File: config.mk
export PLATFORM = sky130hd
export DESIGN_NAME = integer_to_decimal_ascii_unit
export DESIGN_NICKNAME = d
export VERILOG_FILES = /design/src/design/itda_pkg.sv /design/src/design/itda_datapath.sv /design/src/design/itda_ctrl.sv /design/src/design/integer_to_decimal_ascii_unit.sv
export SDC_FILE = /design/constraint.sdc
export NUM_CORES = 1
export LEC_CHECK = 0
export BUFFER_PORTS_ARGS = -buffer_cell sky130_fd_sc_hd__buf_2
export CAP_MARGIN = 20
export CORE_MARGIN = 4
export CORE_UTILIZATION = 45
export CTS_CLUSTER_DIAMETER = 150
export DETAILED_ROUTE_END_ITERATION = 7
export GPL_ROUTABILITY_DRIVEN = 1
export SLEW_MARGIN = 0
export SYNTH_ARGS = -nofsm -noshare
export SYNTH_HDL_FRONTEND = slang
export SYNTH_SLANG_ARGS = --single-unit
File: constraint.sdc
create_clock -name clock -period 9.1 [get_ports clock]
set_clock_uncertainty 0.15 [all_clocks]
set_input_delay 0.455 -clock clock [delete_from_list [all_inputs] [get_ports clock]]
set_output_delay 0.455 -clock clock [all_outputs]
set_load 0.05 [all_outputs]
File: src/design/itda_pkg.sv
// ---------------------------------------------------------------------------
// itda_pkg
// Shared types and constants for the integer to decimal ASCII unit.
// ---------------------------------------------------------------------------
`default_nettype none

package itda_pkg;

   // Character codes
   localparam logic [7:0] DIGIT_BASE_CODE = 8'd48;
   localparam logic [7:0] MINUS_CODE      = 8'd45;

   // Number of decimal places of a 32-bit magnitude, and the widths that follow
   localparam int unsigned NUM_PLACES = 10;
   localparam int unsigned POS_W      = $clog2(NUM_PLACES);
   localparam int unsigned MAG_W      = 32;
   // Wide enough to hold nine times the top power of ten plus a sign bit
   localparam int unsigned WIDE_W     = 35;
   localparam int unsigned DIGIT_W    = 4;

   // Controller to datapath commands
   typedef struct packed {
      logic load;      // capture a new input word
      logic sign_out;  // write the minus sign to the output register
      logic step;      // resolve one decimal place
   } itda_cmd_type;

   // Datapath to controller status
   typedef struct packed {
      logic in_negative;  // sign of the word on the input channel
      logic final_place;  // working on the units place
      logic emit_digit;   // the current place produces a character
   } itda_stat_type;

   // Power of ten for a decimal place, zero-extended to the wide width
   function automatic logic [WIDE_W-1:0] pow10(input logic [POS_W-1:0] pos);
      logic [WIDE_W-1:0] p;
      case (pos)
         4'd0:    p = 35'd1;
         4'd1:    p = 35'd10;
         4'd2:    p = 35'd100;
         4'd3:    p = 35'd1000;
         4'd4:    p = 35'd10000;
         4'd5:    p = 35'd100000;
         4'd6:    p = 35'd1000000;
         4'd7:    p = 35'd10000000;
         4'd8:    p = 35'd100000000;
         4'd9:    p = 35'd1000000000;
         default: p = '0;
      endcase
      return p;
   endfunction

endpackage

`default_nettype wire

File: src/design/itda_datapath.sv
// ---------------------------------------------------------------------------
// itda_datapath
// Magnitude register, per-place digit resolver and output word register.
// ---------------------------------------------------------------------------
`default_nettype none

module itda_datapath (
   input  wire logic                   clock,
   input  wire logic [31:0]            value,
   input  wire itda_pkg::itda_cmd_type cmd,
   output itda_pkg::itda_stat_type     stat,
   output logic [7:0]                  out_char,
   output logic                        out_last
);
   import itda_pkg::*;

   logic [MAG_W-1:0]   mag_ff, mag_in;
   logic [POS_W-1:0]   pos_ff, pos_in;
   logic               started_ff, started_in;
   logic [7:0]         char_ff, char_in;
   logic               last_ff, last_in;

   logic [WIDE_W-1:0]  place_pow;
   logic [WIDE_W-1:0]  diff [1:9];
   logic [DIGIT_W-1:0] digit;
   logic [MAG_W-1:0]   rem;
   logic               emit;

   // Try all nine multiples of the place value at once, keep the largest that fits
   always_comb begin
      place_pow = pow10(pos_ff);
      digit     = '0;
      rem       = mag_ff;
      for (int k = 1; k <= 9; k++) begin
         diff[k] = {{(WIDE_W-MAG_W){1'b0}}, mag_ff} - place_pow * WIDE_W'(k);
         if (!diff[k][WIDE_W-1]) begin
            digit = DIGIT_W'(k);
            rem   = diff[k][MAG_W-1:0];
         end
      end
      emit = started_ff || (digit != '0) || (pos_ff == '0);
   end

   // Next-state of the working registers
   always_comb begin
      mag_in     = mag_ff;
      pos_in     = pos_ff;
      started_in = started_ff;
      char_in    = char_ff;
      last_in    = last_ff;
      if (cmd.load) begin
         mag_in     = value[31] ? (32'd0 - value) : value;
         pos_in     = POS_W'(NUM_PLACES - 1);
         started_in = 1'b0;
      end
      if (cmd.sign_out) begin
         char_in = MINUS_CODE;
         last_in = 1'b0;
      end
      if (cmd.step) begin
         mag_in     = rem;
         pos_in     = pos_ff - 1'b1;
         started_in = emit;
         if (emit) begin
            char_in = DIGIT_BASE_CODE + {4'd0, digit};
            last_in = (pos_ff == '0);
         end
      end
   end

   always_ff @(posedge clock) begin
      mag_ff     <= mag_in;
      pos_ff     <= pos_in;
      started_ff <= started_in;
      char_ff    <= char_in;
      last_ff    <= last_in;
   end

   assign stat.in_negative = value[31];
   assign stat.final_place = (pos_ff == '0);
   assign stat.emit_digit  = emit;
   assign out_char         = char_ff;
   assign out_last         = last_ff;

endmodule

`default_nettype wire

File: src/design/itda_ctrl.sv
// ---------------------------------------------------------------------------
// itda_ctrl
// Sequencer for one conversion and valid control of the output register.
// ---------------------------------------------------------------------------
`default_nettype none

module itda_ctrl (
   input  wire logic                    clock,
   input  wire logic                    reset,
   input  wire logic                    req_tvalid,
   output logic                         req_tready,
   output logic                         rsp_tvalid,
   input  wire logic                    rsp_tready,
   input  wire itda_pkg::itda_stat_type stat,
   output itda_pkg::itda_cmd_type       cmd
);
   import itda_pkg::*;

   localparam logic [1:0] ST_IDLE  = 2'd0;
   localparam logic [1:0] ST_SIGN  = 2'd1;
   localparam logic [1:0] ST_DIGIT = 2'd2;

   logic [1:0] state_ff, state_in;
   logic       valid_ff, valid_in;
   logic       out_free;
   logic       out_load;

   // Output register can take a word when empty or being drained
   assign out_free = !valid_ff || rsp_tready;

   always_comb begin
      state_in     = state_ff;
      cmd          = '0;
      req_tready   = 1'b0;
      out_load     = 1'b0;
      case (state_ff)
         ST_IDLE: begin
            req_tready = 1'b1;
            if (req_tvalid) begin
               cmd.load = 1'b1;
               state_in = stat.in_negative ? ST_SIGN : ST_DIGIT;
            end
         end
         ST_SIGN: begin
            if (out_free) begin
               cmd.sign_out = 1'b1;
               out_load     = 1'b1;
               state_in     = ST_DIGIT;
            end
         end
         ST_DIGIT: begin
            if (out_free) begin
               cmd.step = 1'b1;
               out_load = stat.emit_digit;
               if (stat.final_place) begin
                  state_in = ST_IDLE;
               end
            end
         end
         default: begin
            state_in = ST_IDLE;
         end
      endcase
   end

   // Output valid: cleared on drain, set on load
   always_comb begin
      valid_in = (out_free ? 1'b0 : valid_ff) | out_load;
   end

   always_ff @(posedge clock) begin
      if (reset) begin
         state_ff <= ST_IDLE;
         valid_ff <= 1'b0;
      end else begin
         state_ff <= state_in;
         valid_ff <= valid_in;
      end
   end

   assign rsp_tvalid = valid_ff;

endmodule

`default_nettype wire

File: src/design/integer_to_decimal_ascii_unit.sv
// ---------------------------------------------------------------------------
// integer_to_decimal_ascii_unit
// Converts a signed 32-bit word into its decimal ASCII text, one character
// per output word, most significant digit first, last character flagged.
// ---------------------------------------------------------------------------
//  channel | dir | tdata                       | tlast
//  req_    | in  | [31:0] value (signed)       | -
//  rsp_    | out | [7:0]  character            | last character of the number
//
// An input word is captured, then the minus sign is written when negative, then
// each decimal place is resolved in turn, all ten places by the parallel
// multiple compare whether or not they print (leading zeros skipped).
// Reset (synchronous) empties the output register and returns to idle.
// A stalled output holds the sequencer; the next word is accepted as soon as
// the units place is done, while its character may still wait in rsp_.
// ---------------------------------------------------------------------------
`default_nettype none

module integer_to_decimal_ascii_unit (
   input  wire logic        clock,
   input  wire logic        reset,
   input  wire logic        req_tvalid,
   output logic             req_tready,
   input  wire logic [31:0] req_tdata,   // [31:0] value
   output logic             rsp_tvalid,
   input  wire logic        rsp_tready,
   output logic [7:0]       rsp_tdata,   // [7:0] character
   output logic             rsp_tlast
);
   import itda_pkg::*;

   itda_cmd_type  cmd;
   itda_stat_type stat;

   itda_ctrl u_ctrl (
      .clock      (clock),
      .reset      (reset),
      .req_tvalid (req_tvalid),
      .req_tready (req_tready),
      .rsp_tvalid (rsp_tvalid),
      .rsp_tready (rsp_tready),
      .stat       (stat),
      .cmd        (cmd)
   );

   itda_datapath u_datapath (
      .clock    (clock),
      .value    (req_tdata),
      .cmd      (cmd),
      .stat     (stat),
      .out_char (rsp_tdata),
      .out_last (rsp_tlast)
   );

endmodule

`default_nettype wire

Word-level counts from Yosys, hierarchy flattened
Memories as Yosys holds them, arrays and structs flattened. A register that Yosys moved wholly into a read port is not among the register bits. Index checks and enable logic that the tools add are counted.

Flip-flop bits (word level): 49. Output and inout port bits: 11. Word-level logic and storage cells: 90. Memories kept: 1. ROM bits: 480.

Bitwise operators: 1. $add $sub $neg: 12. Multiply operators: 5. Muxes and demuxes: 47. Equal/unequal tests: 7. Reduce and logical (&&, ||, !) cells: 10.

Memories: (no name shown) (depth 16, bits a word 30, rd ports 1, clocked after memory_dff 1, wr ports 0, line itda_pkg.sv:38) `case (pos)`.

Operator list (number): $mux W32 (12); $sub A32 B35 Y35 (9); $mul A35 B3 Y35 const B (2); $mul A35 B2 Y34 const B (1); $mul A35 B2 Y35 const B (1); $mul A35 B4 Y35 const B (1); $sub A1 B32 Y32 const A (1); $mux W8 (3); $mux W4 (5); $mux W1 (14); $mux W2 (7); $mux W3 (4); $ne A10 B10 Y1 const B (1); $add A6 B4 Y7 const A (1); $pmux W2 S3 (1); $logic_not A4 Y1 (1); $ne A2 B1 Y1 const B (2); $ne A2 B2 Y1 const B (2); $reduce_and A4 Y1 (1); $reduce_bool A4 Y1 (1); $sub A4 B1 Y4 const B (1); $logic_or A1 B1 Y1 (3); $eq A2 B1 Y1 const B (1); $eq A2 B2 Y1 const B (1); other kinds (6) (6).

Longest topological paths before layout
Depth in word-level cells: 16. Depth in mapped cells: 28. Gate-level depth less buffers: 28.

Modules after synthesis
From an unflattened synthesis, not the netlist that was laid out.

Cells, all modules: 3027. Area, all modules: 23882.9 sq um.

Modules (own cells, without submodules): itda_datapath (cells each 3000, area an instance 23652.7 sq um, times used 1); itda_ctrl (cells each 27, area an instance 230.2 sq um, times used 1).

Worst setup path before layout
OpenSTA, ideal clock, no wires.

Path type: flip-flop to flip-flop. From: register u_datapath.place_pow[1] (netlist name). To: register u_datapath.mag_ff[0] (enable). Arrival: 7180 ps. Period minus slack after synthesis: 7640 ps. Path buffers: 1. Data required time: 8640 ps. Cell stages (with the launch flop): 28. Setup time: 310 ps. Path slack: 1460 ps. Path through: dfxtp_1 > inv_1 > ha_1 > a21o_1 > a21oi_1 > o21ai_1 > a2111o_1 > a31oi_1 > a211oi_1 > a41o_1 > o21ai_0 > nand2b_1 > a21o_1 > a311o_1 > xnor2_1 > ha_1 > clkbuf_1 > a21o_1 > a31oi_1 > o21ai_0 > a21o_1 > a32o_1 > a31oi_1 > nand4_1 > nor2_1 > a21oi_1 > nand2_1 > a31oi_1.

Cells in the longest elaborated chain, start to end: 4. Elaborated cells between the ends (all ways): 16. Classes of those cells: add/sub (9); mul (5); eq/ne (1); reduce/logical (1).

RTL lines: $mul A35 B4 Y35, or another cell as far along (line itda_datapath.sv:35) `diff[k] = {{(WIDE_W-MAG_W){1'b0}}, mag_ff} - place_pow * WIDE_W'(k);`; $sub A32 B35 Y35 (line itda_datapath.sv:35); $ne A10 B10 Y1 (no line) *; $reduce_and A2 Y1 (no line) *; end signal: assignment (line itda_datapath.sv:72) `mag_ff <= mag_in;`; end: declaration (line itda_datapath.sv:17) `logic [MAG_W-1:0] mag_ff, mag_in;`.

Mark *: on every way between the ends. The rest lies on a longest branch, timed or not. A chain may end at the register's enable or synchronous reset.

Worst setup path after layout
From: register u_datapath.place_pow[2] (netlist name). To: register u_datapath.mag_ff[6], data pin.

Cells in the longest elaborated chain, start to end: 11. Elaborated cells between the ends (all ways): 24. Classes of those cells: add/sub (9); mul (5); mux (10).

RTL lines: branches (longest 9 deep; another with $mul A35 B2 Y35); $mux W32 * (line itda_datapath.sv:36) `if (!diff[k][WIDE_W-1]) begin`; $mux W32 * (line itda_datapath.sv:60) `if (cmd.step) begin`; via u_datapath.mag_in[6] (line itda_datapath.sv:17).

Mark *: on every way through the listed nets, which the timed path passes. The select of a mux whose other input is x is not followed.

==> reports/results.ini <==
[run_status]
status = completed

[layout]
final_nets = 3558
drive_gt1_share_pct = 4.97
seqCellArea_sq_um = 1810
fin_cells = 3700
syn2layout_area_growth_pct = 6.36
final_util_pct = 48.4
diodes = 0
multi_input_area_sq_um = 20400
fillers = 5113

[critical_path]
cp.arrival_ns = 7.82
crit_type = flip-flop to flip-flop
crit_path_end_kind = flip-flop
start_kind = flip-flop
crit_required_ns = 9.03
cp_max_fo = 13
regToRegSetupSlack_ns = 1.21

[yosys]
synth_area_sq_um = 23400
synth_area_per_cell_sq_um = 7.82
async_reset_ff_share_pct = 0
syn_nets = 3532
ys_seq_area_share_pct = 7.75
yosys_warnings = 0
synth.distinct_cells = 88
syn_inst = 2989
synth_seq_cells = 72
ys.flop_type = edfxtp_1
synth-edff-count = 37

[sta]
setup_viol = 0
hold_violations = 0
fmax_mhz = 127
rsz0062_at_grt = no
max_slew_margin_pct = 19.0
fin_crit_sh_pct = 86.7
drv_slew = 0
setup_tns_ns = 0
worst_pin_slew_ns = 1.18
fin_crit_ns = 7.89
hold_ws_ns = 0.131

[worst_hold_path]
hold_class = input port to flip-flop

[global_route]
grt_max_degree = 38
grt_pass1_wl_mm = 135
track_usage_pct = 31.1
grt_antenna_before_repair = 1
grt_pass1_vias = 22503
grt-ovfl-total = 0

[route]
via_per_inst = 6.37
drc = 0
num_vias = 23586
drt_wl_total_mm = 90.5
first_pass_iters = 6
initialDrtViolationCount = 2545
drtAntennaViolNets = 0
routedWlPerCell_microns = 24.5

[clocking]
insertion_delay_ns = 0.39
root_buffer = clkbuf_16
holdBufCountCts = 0
numCtsBuffers = 9
path_clk_slew_ns = 0.07
ctsResizeCount = 0
cts.path.max_buffers = 2
post-cts-setup-buffer-count = 0
clock-sinks = 72
tritoncts = done
htreeDepth = 3

[die]
start_util_pct = 45.5
num_rows = 83
io_pins = 47
die_w_microns = 236
die_area_sq_um = 55700
die_y_microns = 236
coreArea_sq_um = 51400

[placed_design]
dp_cells = 3683
port_buffers = 46
place_hpwl_mm = 74.8
place.gp.congestion = 1.03

[flow_run]
drv_cap = 0

[registers in the layout (all words and copies together), names as in the netlist]
name and cells:
u_ctrl.rsp_tvalid 1, u_datapath.out_char 8, u_datapath.started_ff 1, u_datapath.out_last 1, u_ctrl.state_ff 2, u_datapath.pos_ff 4
u_datapath.place_pow 23, u_datapath.mag_ff 32
[cells in the final DEF (no fill, tap or decap), types with 110 or more instances in the layout]
cell and count:
xor2_1 110, xnor2_1 167, o21ai_0 216, a21oi_1 293, nand2_1 205, ha_1 375
inv_1 262, a21o_1 113, nor2_1 195, fa_1 132
[final timing paths]
check        depth (start not counted)                    start                      to
min reg2reg                          1   u_datapath.out_char[5]  u_datapath.out_char[5]
min                                  2                    reset      u_ctrl.state_ff[0]
max                                 27  u_datapath.place_pow[2]    u_datapath.mag_ff[6]
max reg2reg                         27  u_datapath.place_pow[2]    u_datapath.mag_ff[6]
[synthesized netlist by cell type (40+ instances only)]
cell type,n,area share (%)
nand2b_1,49,1.3
o21ai_0,216,4.6
fa_1,132,11
a21oi_1,294,6.3
a211oi_1,40,1.3
nor3_1,53,1.1
a21o_1,113,3.6
ha_1,375,20
xnor2_1,167,6.3
inv_1,262,4.2
nor2_1,195,3.1
nand3_1,52,1.1
clkbuf_1,52,0.83
xor2_1,110,4.1
nand2_1,205,3.3
o21a_1,50,1.6
[stage by stage]
step	cell area (sq um)	setup WS [ns]
after floorplan	23400	1.46
after CTS	24900	1.14
final	24900	1.21
after global placement	24500	1.34
after detailed placement	24500	1.17
after global routing	24900	0.774
[cell type report]
class / instances / share of cell area, %
clock inverter: 3 / 0.176
timing repair buffer: 83 / 2.09
sequential: 72 / 7.28
multi-input combinational: 2586 / 81.9
inverter: 263 / 3.97
tap: 680 / 3.42
clock buffer: 13 / 1.18
[cells by family (layout without fill, tap and decap cells)]
kind of cell | Yosys count | after routing | synth area share, %
AO/OA/AOI/OAI | 1060 | 1060 | 29.6
AND/OR/NAND/NOR | 728 | 728 | 14.9
adder cells (fa/ha/maj) | 507 | 507 | 31.4
buffers and inverters | 331 | 362 | 5.39
XOR/XNOR | 277 | 277 | 10.4
flip-flops | 72 | 72 | 7.75
multiplexers | 14 | 14 | 0.610
[critical path: stages (launching register included)]
cell      delay (ns)
dfxtp_1         0.59
inv_1           0.38
ha_1            0.39
a21o_1          0.17
a21oi_1         0.23
o21ai_1         0.12
a2111o_1        0.47
a31oi_1         0.29
a211oi_1        0.17
a41o_1          0.28
o21ai_0         0.23
nand2b_1        0.08
a21o_1          0.20
a311o_1         0.40
o31ai_1         0.22
ha_1            0.33
a21o_1          0.22
a21oi_1         0.20
o21ai_0         0.11
a21o_1          0.21
a32o_1          0.28
a31oi_1         0.19
buf_4           0.25
nand2_1         0.16
nor2_1          0.65
a211oi_1        0.21
a221oi_1        0.32
a311oi_1        0.09
[layer usage]
| metal | vias up | track usage, % | part of all wire, % |
|---|---|---|---|
| li1 | 10976 | - | - |
| met1 | 11440 | 46.0 | 46 |
| met2 | 1023 | 47.5 | 43 |
| met3 | 145 | 4.06 | 8.7 |
| met4 | 2 | 8.86 | 2.9 |
| met5 | - | 0 | 0.014 |
Power is left out: the tool's default activity adds up to more than one toggle a clock period on the data nets, which glitch-free logic cannot reach.
